==> src/rtl/core/iafmt_pkg.sv <==
// ----------------------------------------------------------------------------
// iafmt_pkg: integer to ASCII formatter shared types and constants
// Beat structs, conversion stage record and character codes.
// ----------------------------------------------------------------------------
package iafmt_pkg;

  localparam int ValueW     = 64;
  localparam int WordW      = 32;
  localparam int DigitsN    = 20;
  localparam int BcdW       = 4 * DigitsN;
  localparam int StagesN    = 8;
  localparam int StageBits  = ValueW / StagesN;
  localparam int HexDigitsN = WordW / 4;
  localparam int RemW       = $clog2(DigitsN + 1);

  localparam logic [1:0] KindHex   = 2'd0;
  localparam logic [1:0] KindDec32 = 2'd1;

  localparam logic [1:0] PfxNone = 2'd0;
  localparam logic [1:0] PfxX    = 2'd1;
  localparam logic [1:0] PfxZero = 2'd2;

  localparam logic [6:0] CharZero = 7'h30;
  localparam logic [6:0] CharX    = 7'h78;
  localparam logic [6:0] CharA    = 7'h61;

  typedef struct packed {
    logic [1:0]        kind;
    logic [ValueW-1:0] value;
  } in_t;

  typedef struct packed {
    logic [6:0] character;
    logic       last;
  } out_t;

  typedef struct packed {
    logic              hex;
    logic [WordW-1:0]  word;
    logic [ValueW-1:0] bin;
    logic [BcdW-1:0]   bcd;
  } conv_t;

endpackage

==> src/rtl/core/iafmt_dabble_stage.sv <==
// ----------------------------------------------------------------------------
// iafmt_dabble_stage: one registered double-dabble stage
// Shifts StageBits binary bits into the BCD digits, add-3 before each shift.
// ----------------------------------------------------------------------------
module iafmt_dabble_stage
  import iafmt_pkg::*;
(
  input  logic  clk,
  input  logic  rst,
  input  logic  up_valid,
  output logic  up_ready,
  input  conv_t up_data,
  output logic  dn_valid,
  input  logic  dn_ready,
  output conv_t dn_data
);

  conv_t work;

  always_comb begin
    work = up_data;
    for (int s = 0; s < StageBits; s++) begin
      for (int d = 0; d < DigitsN; d++) begin
        if (work.bcd[d*4 +: 4] >= 4'd5) begin
          work.bcd[d*4 +: 4] = work.bcd[d*4 +: 4] + 4'd3;
        end
      end
      work.bcd = {work.bcd[BcdW-2:0], work.bin[ValueW-1]};
      work.bin = {work.bin[ValueW-2:0], 1'b0};
    end
  end

  assign up_ready = !dn_valid || dn_ready;

  always_ff @(posedge clk) begin
    if (rst) begin
      dn_valid <= 1'b0;
    end else if (up_ready) begin
      dn_valid <= up_valid;
    end
  end

  always_ff @(posedge clk) begin
    if (up_ready && up_valid) begin
      dn_data <= work;
    end
  end

endmodule

==> src/rtl/core/iafmt_serializer.sv <==
// ----------------------------------------------------------------------------
// iafmt_serializer: character emitter
// Walks the converted digits most significant first, one character a beat.
// ----------------------------------------------------------------------------
module iafmt_serializer
  import iafmt_pkg::*;
(
  input  logic  clk,
  input  logic  rst,
  input  logic  up_valid,
  output logic  up_ready,
  input  conv_t up_data,
  output logic  dst_valid,
  input  logic  dst_stall,
  output out_t  dst_data
);

  function automatic logic [6:0] nib_char(input logic [3:0] nib);
    if (nib < 4'd10) begin
      return CharZero + {3'b000, nib};
    end
    return CharA + {3'b000, nib} - 7'd10;
  endfunction

  logic            busy;
  logic            hex;
  logic [1:0]      pfx;
  logic [BcdW-1:0] sh;
  logic [RemW-1:0] rem;
  logic            lead;

  logic [3:0] top;
  logic       in_pfx;
  logic       skip;
  logic       can_out;
  logic       emit;
  logic       digit_emit;
  logic       load;

  assign top        = sh[BcdW-1 -: 4];
  assign in_pfx     = hex && (pfx != PfxNone);
  assign skip       = busy && !hex && lead && (top == 4'd0) && (rem > RemW'(1));
  assign can_out    = !dst_valid || !dst_stall;
  assign emit       = busy && !skip && can_out;
  assign digit_emit = emit && !in_pfx;
  assign up_ready   = !busy;
  assign load       = up_valid && !busy;

  always_ff @(posedge clk) begin
    if (rst) begin
      busy      <= 1'b0;
      dst_valid <= 1'b0;
    end else begin
      if (emit) begin
        dst_valid <= 1'b1;
      end else if (!dst_stall) begin
        dst_valid <= 1'b0;
      end
      if (load) begin
        busy <= 1'b1;
      end else if (digit_emit && rem == RemW'(1)) begin
        busy <= 1'b0;
      end
    end
  end

  always_ff @(posedge clk) begin
    if (load) begin
      hex  <= up_data.hex;
      pfx  <= up_data.hex ? PfxZero : PfxNone;
      sh   <= up_data.hex ? {up_data.word, {(BcdW-WordW){1'b0}}} : up_data.bcd;
      rem  <= up_data.hex ? RemW'(HexDigitsN) : RemW'(DigitsN);
      lead <= 1'b1;
    end else if (emit && in_pfx) begin
      pfx <= pfx - 2'd1;
    end else if (skip || digit_emit) begin
      sh  <= {sh[BcdW-5:0], 4'd0};
      rem <= rem - RemW'(1);
      if (digit_emit) begin
        lead <= 1'b0;
      end
    end
  end

  always_ff @(posedge clk) begin
    if (emit) begin
      if (in_pfx) begin
        dst_data.character <= (pfx == PfxZero) ? CharZero : CharX;
        dst_data.last      <= 1'b0;
      end else begin
        dst_data.character <= nib_char(top);
        dst_data.last      <= (rem == RemW'(1));
      end
    end
  end

endmodule

==> src/rtl/core/integer_to_ascii_formatter_unit.sv <==
// ----------------------------------------------------------------------------
// integer_to_ascii_formatter_unit: number to ASCII text
// Hex32 with 0x prefix, or decimal of 32 or 64 bits, one character a beat.
//
//   channel | direction | payload | beats per number
//   src     | in        | in_t    | 1
//   dst     | out       | out_t   | hex 10, decimal 1 to 20
//
// Eight double-dabble stages (8 bits each) convert the value; the serializer
// then loads it and emits its characters. It walks every digit position,
// leading zeros included (decimal 20, hex 10), and takes no new number until
// the last character is out, while the stages convert the following numbers.
// Reset is synchronous and empties every stage. A dst stall holds character
// output; the stages fill and then src stalls.
// ----------------------------------------------------------------------------
module integer_to_ascii_formatter_unit
  import iafmt_pkg::*;
(
  input  logic clk,
  input  logic rst,
  input  logic src_valid,
  output logic src_stall,
  input  in_t  src_data,
  output logic dst_valid,
  input  logic dst_stall,
  output out_t dst_data
);

  logic         stg_valid [StagesN+1];
  logic         stg_ready [StagesN+1];
  conv_t        stg_data  [StagesN+1];

  assign stg_valid[0]     = src_valid;
  assign stg_data[0].hex  = (src_data.kind == KindHex);
  assign stg_data[0].word = src_data.value[WordW-1:0];
  assign stg_data[0].bin  = src_data.kind[1] ? src_data.value
                          : {{(ValueW-WordW){1'b0}}, src_data.value[WordW-1:0]};
  assign stg_data[0].bcd  = '0;
  assign src_stall        = !stg_ready[0];

  for (genvar g = 0; g < StagesN; g++) begin : g_stage
    iafmt_dabble_stage u_stage (
      .clk      (clk),
      .rst      (rst),
      .up_valid (stg_valid[g]),
      .up_ready (stg_ready[g]),
      .up_data  (stg_data[g]),
      .dn_valid (stg_valid[g+1]),
      .dn_ready (stg_ready[g+1]),
      .dn_data  (stg_data[g+1])
    );
  end

  iafmt_serializer u_ser (
    .clk       (clk),
    .rst       (rst),
    .up_valid  (stg_valid[StagesN]),
    .up_ready  (stg_ready[StagesN]),
    .up_data   (stg_data[StagesN]),
    .dst_valid (dst_valid),
    .dst_stall (dst_stall),
    .dst_data  (dst_data)
  );

endmodule
==> config.mk <==
export PLATFORM = sky130hd
export DESIGN_NAME = integer_to_ascii_formatter_unit
export DESIGN_NICKNAME = d
export VERILOG_FILES = /design/src/rtl/core/iafmt_pkg.sv /design/src/rtl/core/iafmt_dabble_stage.sv /design/src/rtl/core/iafmt_serializer.sv /design/src/rtl/core/integer_to_ascii_formatter_unit.sv
export SDC_FILE = /design/constraint.sdc
export NUM_CORES = 2
export LEC_CHECK = 0
export ABC_AREA = 1
export BUFFER_PORTS_ARGS = -buffer_cell sky130_fd_sc_hd__buf_4
export CAP_MARGIN = 20
export CORE_MARGIN = 1
export CORE_UTILIZATION = 49
export DETAILED_ROUTE_END_ITERATION = 10
export PLACE_DENSITY = 0.77
export SLEW_MARGIN = 20
export SYNTH_ARGS = -nofsm -noshare
export SYNTH_HDL_FRONTEND = slang
export SYNTH_SLANG_ARGS = --single-unit
==> constraint.sdc <==
create_clock -name clk -period 6.41 [get_ports clk]
set_clock_uncertainty 0.15 [all_clocks]
set_input_delay 1.282 -clock clk [delete_from_list [all_inputs] [get_ports clk]]
set_output_delay 1.282 -clock clk [all_outputs]
set_load 0.01 [all_outputs]
; ---- Word level (Yosys, flattened, before mapping)
; Index checks and enable logic that the tools add are counted.
[word_totals]
output_inout_bits = 10
latchBits = 0
memories = 0
ramBits = 0
inputBits = 70
elab_cells = 3349
mem_bits_ro = 0
ff_bits = 1163
[classes]
addsub = 1075
bitwise = 1
n_reduce_logical = 52
n_div = 0
mul = 0
muxes = 1093
n_shift = 0
n_eq_ne = 4
n_lt_le_gt_ge = 1072
[ops]
columns = operator, count
row1 = 4-bit by 3-bit greater-or-equal comparator with 1-bit output (second input constant), 1050
row2 = 4-bit 2-to-1 mux, 1024
row3 = 4-bit by 2-bit adder with 4-bit output (second input constant), 1007
row4 = 80-bit 2-to-1 mux, 4
row5 = 3-bit 2-to-1 mux, 44
row6 = 3-bit by 2-bit adder with 3-bit output (second input constant), 43
row7 = 64-bit 2-to-1 mux, 1
row8 = 1-bit by 2-bit adder with 3-bit output (second input constant), 18
row9 = 1-bit by 3-bit greater-or-equal comparator with 1-bit output (second input constant), 18
row10 = 7-bit 2-to-1 mux, 3
row11 = 5-bit 2-to-1 mux, 4
row12 = 1-bit logical AND, 19
row13 = 1-bit zero test, 15
row14 = 1-bit logical OR, 10
row15 = 1-bit 2-to-1 mux, 9
row16 = 8-bit 2-to-1 mux, 1
row17 = 2-bit nonzero test, 4
row18 = 6-bit by 4-bit adder with 7-bit output (first input constant), 1
row19 = 6-bit by 5-bit adder with 7-bit output (first input constant), 1
row20 = 7-bit by 4-bit subtractor with 7-bit output (second input constant), 1
row21 = 1-bit by 2-bit adder with 3-bit output (both inputs constant), 2
row22 = 1-bit by 3-bit greater-or-equal comparator with 1-bit output (both inputs constant), 2
row23 = 2-bit 2-to-1 mux, 3
row24 = 5-bit by 1-bit equality test with 1-bit output (second input constant), 1
row25 = other kinds (11), 12

; ---- Logic depth before layout (Yosys ltp)
[logic_depth]
ltp_word = 16
mapped_depth = 51
depth_no_buf = 51

; ---- Modules after synthesis
; Synthesis repeated with hierarchy kept, for this count alone.
[hier_totals]
hier_cells = 26404
area_unflattened_um2 = 175887.4
[by_module_without_submodules]
columns = module, area_per_inst_um2, seq_area_each_um2, cells_per_inst, n_inst
row1 = iafmt_dabble_stage, 21394.3, 5094.9, 3245, 8
row2 = iafmt_serializer, 4413.0, 2942.8, 373, 1
row3 = integer_to_ascii_formatter_unit, 320.3, 0.0, 71, 1

; ---- Least setup slack after synthesis
; No wires, ideal clock.
[synth_timing]
path_type = register to register
start = register g_stage[6].u_stage.dn_valid
end = register g_stage[7].u_stage.dn_data[0] (netlist name), enable pin
arrival_ps = 5753
slack_ps = -113
period_less_slack_ps = 6523
setup_time_ps = 620
path_buffers = 0
path_stages_with_launch = 3
path_cell_list = dfxtp_1 -> inv_1 -> a21oi_1
[synth_via]
elab_chain_len = 1
[synth_rtl]
columns = element, line_no
row1 = start: declaration, iafmt_dabble_stage.sv:13  ; output logic dn_valid,
row2 = start signal: assignment, iafmt_dabble_stage.sv:39  ; dn_valid <= up_valid;
row3 = 1-bit logical AND, iafmt_dabble_stage.sv:44  ; if (up_ready && up_valid) begin
row4 = end signal: assignment, iafmt_dabble_stage.sv:45  ; dn_data <= work;
row5 = end: declaration, iafmt_dabble_stage.sv:15  ; output conv_t dn_data
; Every way passes these cells.
; A chain may end at the register's enable or synchronous reset.

==> results.yml <==
setup_path:
  cp_max_fo: 5
  reg2reg_to: "g_stage[5].u_stage.dn_data[6]$_DFFE_PP_"
  start_kind: "register"
  path_common_cell: "nand2_1"
  slowest_stage: "edfxtp_1"
  reg2reg_from: "g_stage[4].u_stage.dn_data[4]$_DFFE_PP_"
  cpPeakStageDelay_ns: 0.42
  path_class: "reg2reg"
  regToRegSetupSlack_ns: 0.51
  endpoint_kind: "register"
  worstRegToRegCells: 42
  worstPathRequired_ns: 6.76
  critPathArrivalTime_ns: 6.24
cts:
  cts.clk_slew.worst_paths_ns: 0.07
  cts_buffers: 95
  cts-hold-fix-buffers: 0
  cts.sinks: 789
  clockBufferDepth: 3
  ctsRootBufferMaster: "clkbuf_16"
  cts_tree: "built"
  clk_latency_ns: 0.76
  htree_levels: 3
global_route:
  globalRouteMet2Util_pct: 34.32
  grt-ovfl-total: 0
  met3_usage_pct: 1.976
  grtUsageTotal_pct: 18.21
  grt_max_degree: 84
  busiest_layer: "met2"
  grt_util_met1_pct: 21.95
  first_global_vias: 75720
  antenna_found_initial: 10
  grt_pass1_wl_um: 312000
drt:
  detail_route.wl_per_cell_um: 10.67
  ant_nets: 0
  via_per_inst: 5.010
  vias: 83900
  drt_first_pass_iters: 6
  postRouteWirelength_um: 178600
  drc: 0
  first_iter_violations: 3767
timing:
  worst_pin_slew_ns: 1.130
  slew_viol_final: 0
  setup_violations: 0
  fin_ws_ns: 0.5147
  hold_viol_final: 0
  period_minus_slack_ns: 5.895
  min_period_over_period_pct: 91.97
  slew_headroom_pct: 24.50
  fmax_ghz: 0.1696
yosys:
  yosysWarnings: 0
  synth_top_cell_area_share_pct: 25.01
  syn_nets: 14590
  yosysTopAreaCell: "edfxtp_1"
  ys_async_sr_fraction_pct: 0
  synthMostInstantiatedCell: "nand2_1"
  avgSynthCellArea_um2: 6.703
  ys_seq_area_share_pct: 25.25
  syn_area_um2: 93400
  synthFlopType: "edfxtp_1"
  synth_seq_cells: 789
  synth_common_cells: "nand2_1, inv_1, nand3_1"
  synth-edff-count: 778
  syn-instance-count: 13930
  synth.top_cells.by_area: "edfxtp_1, nand2_1, inv_1"
  ys_types: 56
worst_hold_path:
  hp-start: "g_stage[2].u_stage.dn_data[171]$_DFFE_PP_"
  worstHoldEndpoint: "g_stage[3].u_stage.dn_data[171]$_DFFE_PP_"
  worst_hold_path.num_cells: 0
  hp-class: "reg2reg"
die:
  die_height_um: 438.6
  die_w_um: 438.6
  coreArea_um2: 188600
  initial_core_util_pct: 49.52
  die-area_um2: 192400
  num_rows: 159
  io_pins: 80
placement:
  dp.cells: 16500
  portBuffers: 79
  hpwl_um: 141800
  gp_congestion: 0.8583
  pre_cts_slack_ns: 0.09871
flow_run:
  max-cap-violations: 0
cells_and_area:
  layoutNonFillerInstCount: 16750
  regArea_um2: 23580
  multi_input_area_um2: 61450
  fillCellCount: 17890
  layout-drive-gt1-share_pct: 16.92
  final_nets: 14830
  final_util_pct: 53.99
  area_delta_synth_final_pct: 9.012
outcome:
  outcome: "finished, final reports clean"
-- sequential cells by signal (all words and copies together), names as in the netlist --
| signal | cells |
|---|---|
| u_ser.lead | 1 |
| u_ser.busy | 1 |
| u_ser.sh | 80 |
| u_ser.hex | 1 |
| u_ser.pfx | 2 |
| u_ser.dst_valid | 1 |
| g_stage.u_stage.dn_data | 682 |
| u_ser.rem | 5 |
| g_stage.u_stage.dn_valid | 8 |
| u_ser.dst_data | 8 |
-- area by class of cell --
cell class,instances,area share [%]
inverter,2434,8.980
sequential,789,23.16
multi-input combinational,10690,60.35
timing repair buffer,161,1.199
clock buffer,116,2.491
clock inverter,63,0.7423
tap,2495,3.066
antenna,2,0.004916
-- per-stage QoR --
stage	hold slack (ns)	setup TNS, ns	area [um2]
floorplan	0.2503	0	93400
global placement	0.2505	0	97240
detailed placement	0.2545	0	97240
CTS	0.2362	0	100500
global route	0.2589	-0.6081	101800
finish	0.2361	0	101800
-- logic make-up (layout without fill, tap and decap cells) --
kind of cell | count (synthesis) | in the layout | share of synthesized area [%]
AND/OR/NAND/NOR | 8852 | 8852 | 46.90
AO/OA/AOI/OAI | 999 | 999 | 7.309
XOR/XNOR | 244 | 244 | 2.754
multiplexers | 2 | 2 | 0.02144
adder cells (fa/ha/maj) | 588 | 588 | 7.877
buffers and inverters | 2458 | 2774 | 9.880
other | 1 | 3 | 0.004015
flip-flops | 789 | 789 | 25.25
-- critical path: cells and delay by family, from the launching register on --
family | cells | cell delay (ns)
simple gates | 32 | 3.44
fa+ha+maj | 7 | 1.31
flops | 1 | 0.42
buf+inv | 3 | 0.30
-- what timing repair did --
item,CTS,global route
setup endpoints to repair,0,181
endpoints found under the hold margin,0,0
resized for setup,0,235
setup buffers,0,64
-- routing by layer --
layer / part of all wire [%] / vias to the layer above
li1: - / 46220
met1: 46 / 36780
met2: 49 / 701
met3: 2.7 / 190
met4: 1.9 / 6
met5: 0.025 / -
-- worst max path at each step --
| stage | start | to | slack (ns) |
|---|---|---|---|
| after detailed placement | src_data[65] | g_stage[0].u_stage.dn_data[5]$_DFFE_PP_ | 0.1 |
| after floorplan | g_stage[6].u_stage.dn_data[68]$_DFFE_PP_ | g_stage[7].u_stage.dn_data[78]$_DFFE_PP_ | 0.65 |
| final | g_stage[4].u_stage.dn_data[4]$_DFFE_PP_ | g_stage[5].u_stage.dn_data[6]$_DFFE_PP_ | 0.51 |
| after global routing | g_stage[6].u_stage.dn_data[16]$_DFFE_PP_ | g_stage[7].u_stage.dn_data[18]$_DFFE_PP_ | -0.05 |
| after CTS | g_stage[6].u_stage.dn_data[68]$_DFFE_PP_ | g_stage[7].u_stage.dn_data[77]$_DFFE_PP_ | 0.14 |
| after global placement | g_stage[6].u_stage.dn_data[68]$_DFFE_PP_ | g_stage[7].u_stage.dn_data[78]$_DFFE_PP_ | 0.21 |
-- cell usage in the layout (no fill, tap or decap), types with 22 or more instances in the layout --
| cell | instances |
|---|---|
| and2_1 | 140 |
| nand3_2 | 556 |
| nand3b_1 | 90 |
| a31o_2 | 41 |
| xnor2_1 | 22 |
| xor2_2 | 40 |
| ha_1 | 586 |
| and2_4 | 98 |
| a21o_1 | 145 |
| o21bai_1 | 24 |
| o21ai_0 | 166 |
| nor2_1 | 127 |
| o21ai_1 | 161 |
| inv_1 | 2330 |
| xor2_1 | 160 |
| nand2_4 | 86 |
| inv_2 | 99 |
| nand2_1 | 4744 |
| nand2_2 | 815 |
| a21oi_1 | 96 |
| edfxtp_1 | 778 |
| buf_4 | 160 |
| o21ai_2 | 226 |
| nand3_1 | 1477 |
| nand4_1 | 644 |
| clkbuf_16 | 95 |
| and2_2 | 24 |
| a22o_1 | 44 |
Power is not shown: default switching activity piles up to over one toggle a cycle in this logic, so the estimate is an artifact.
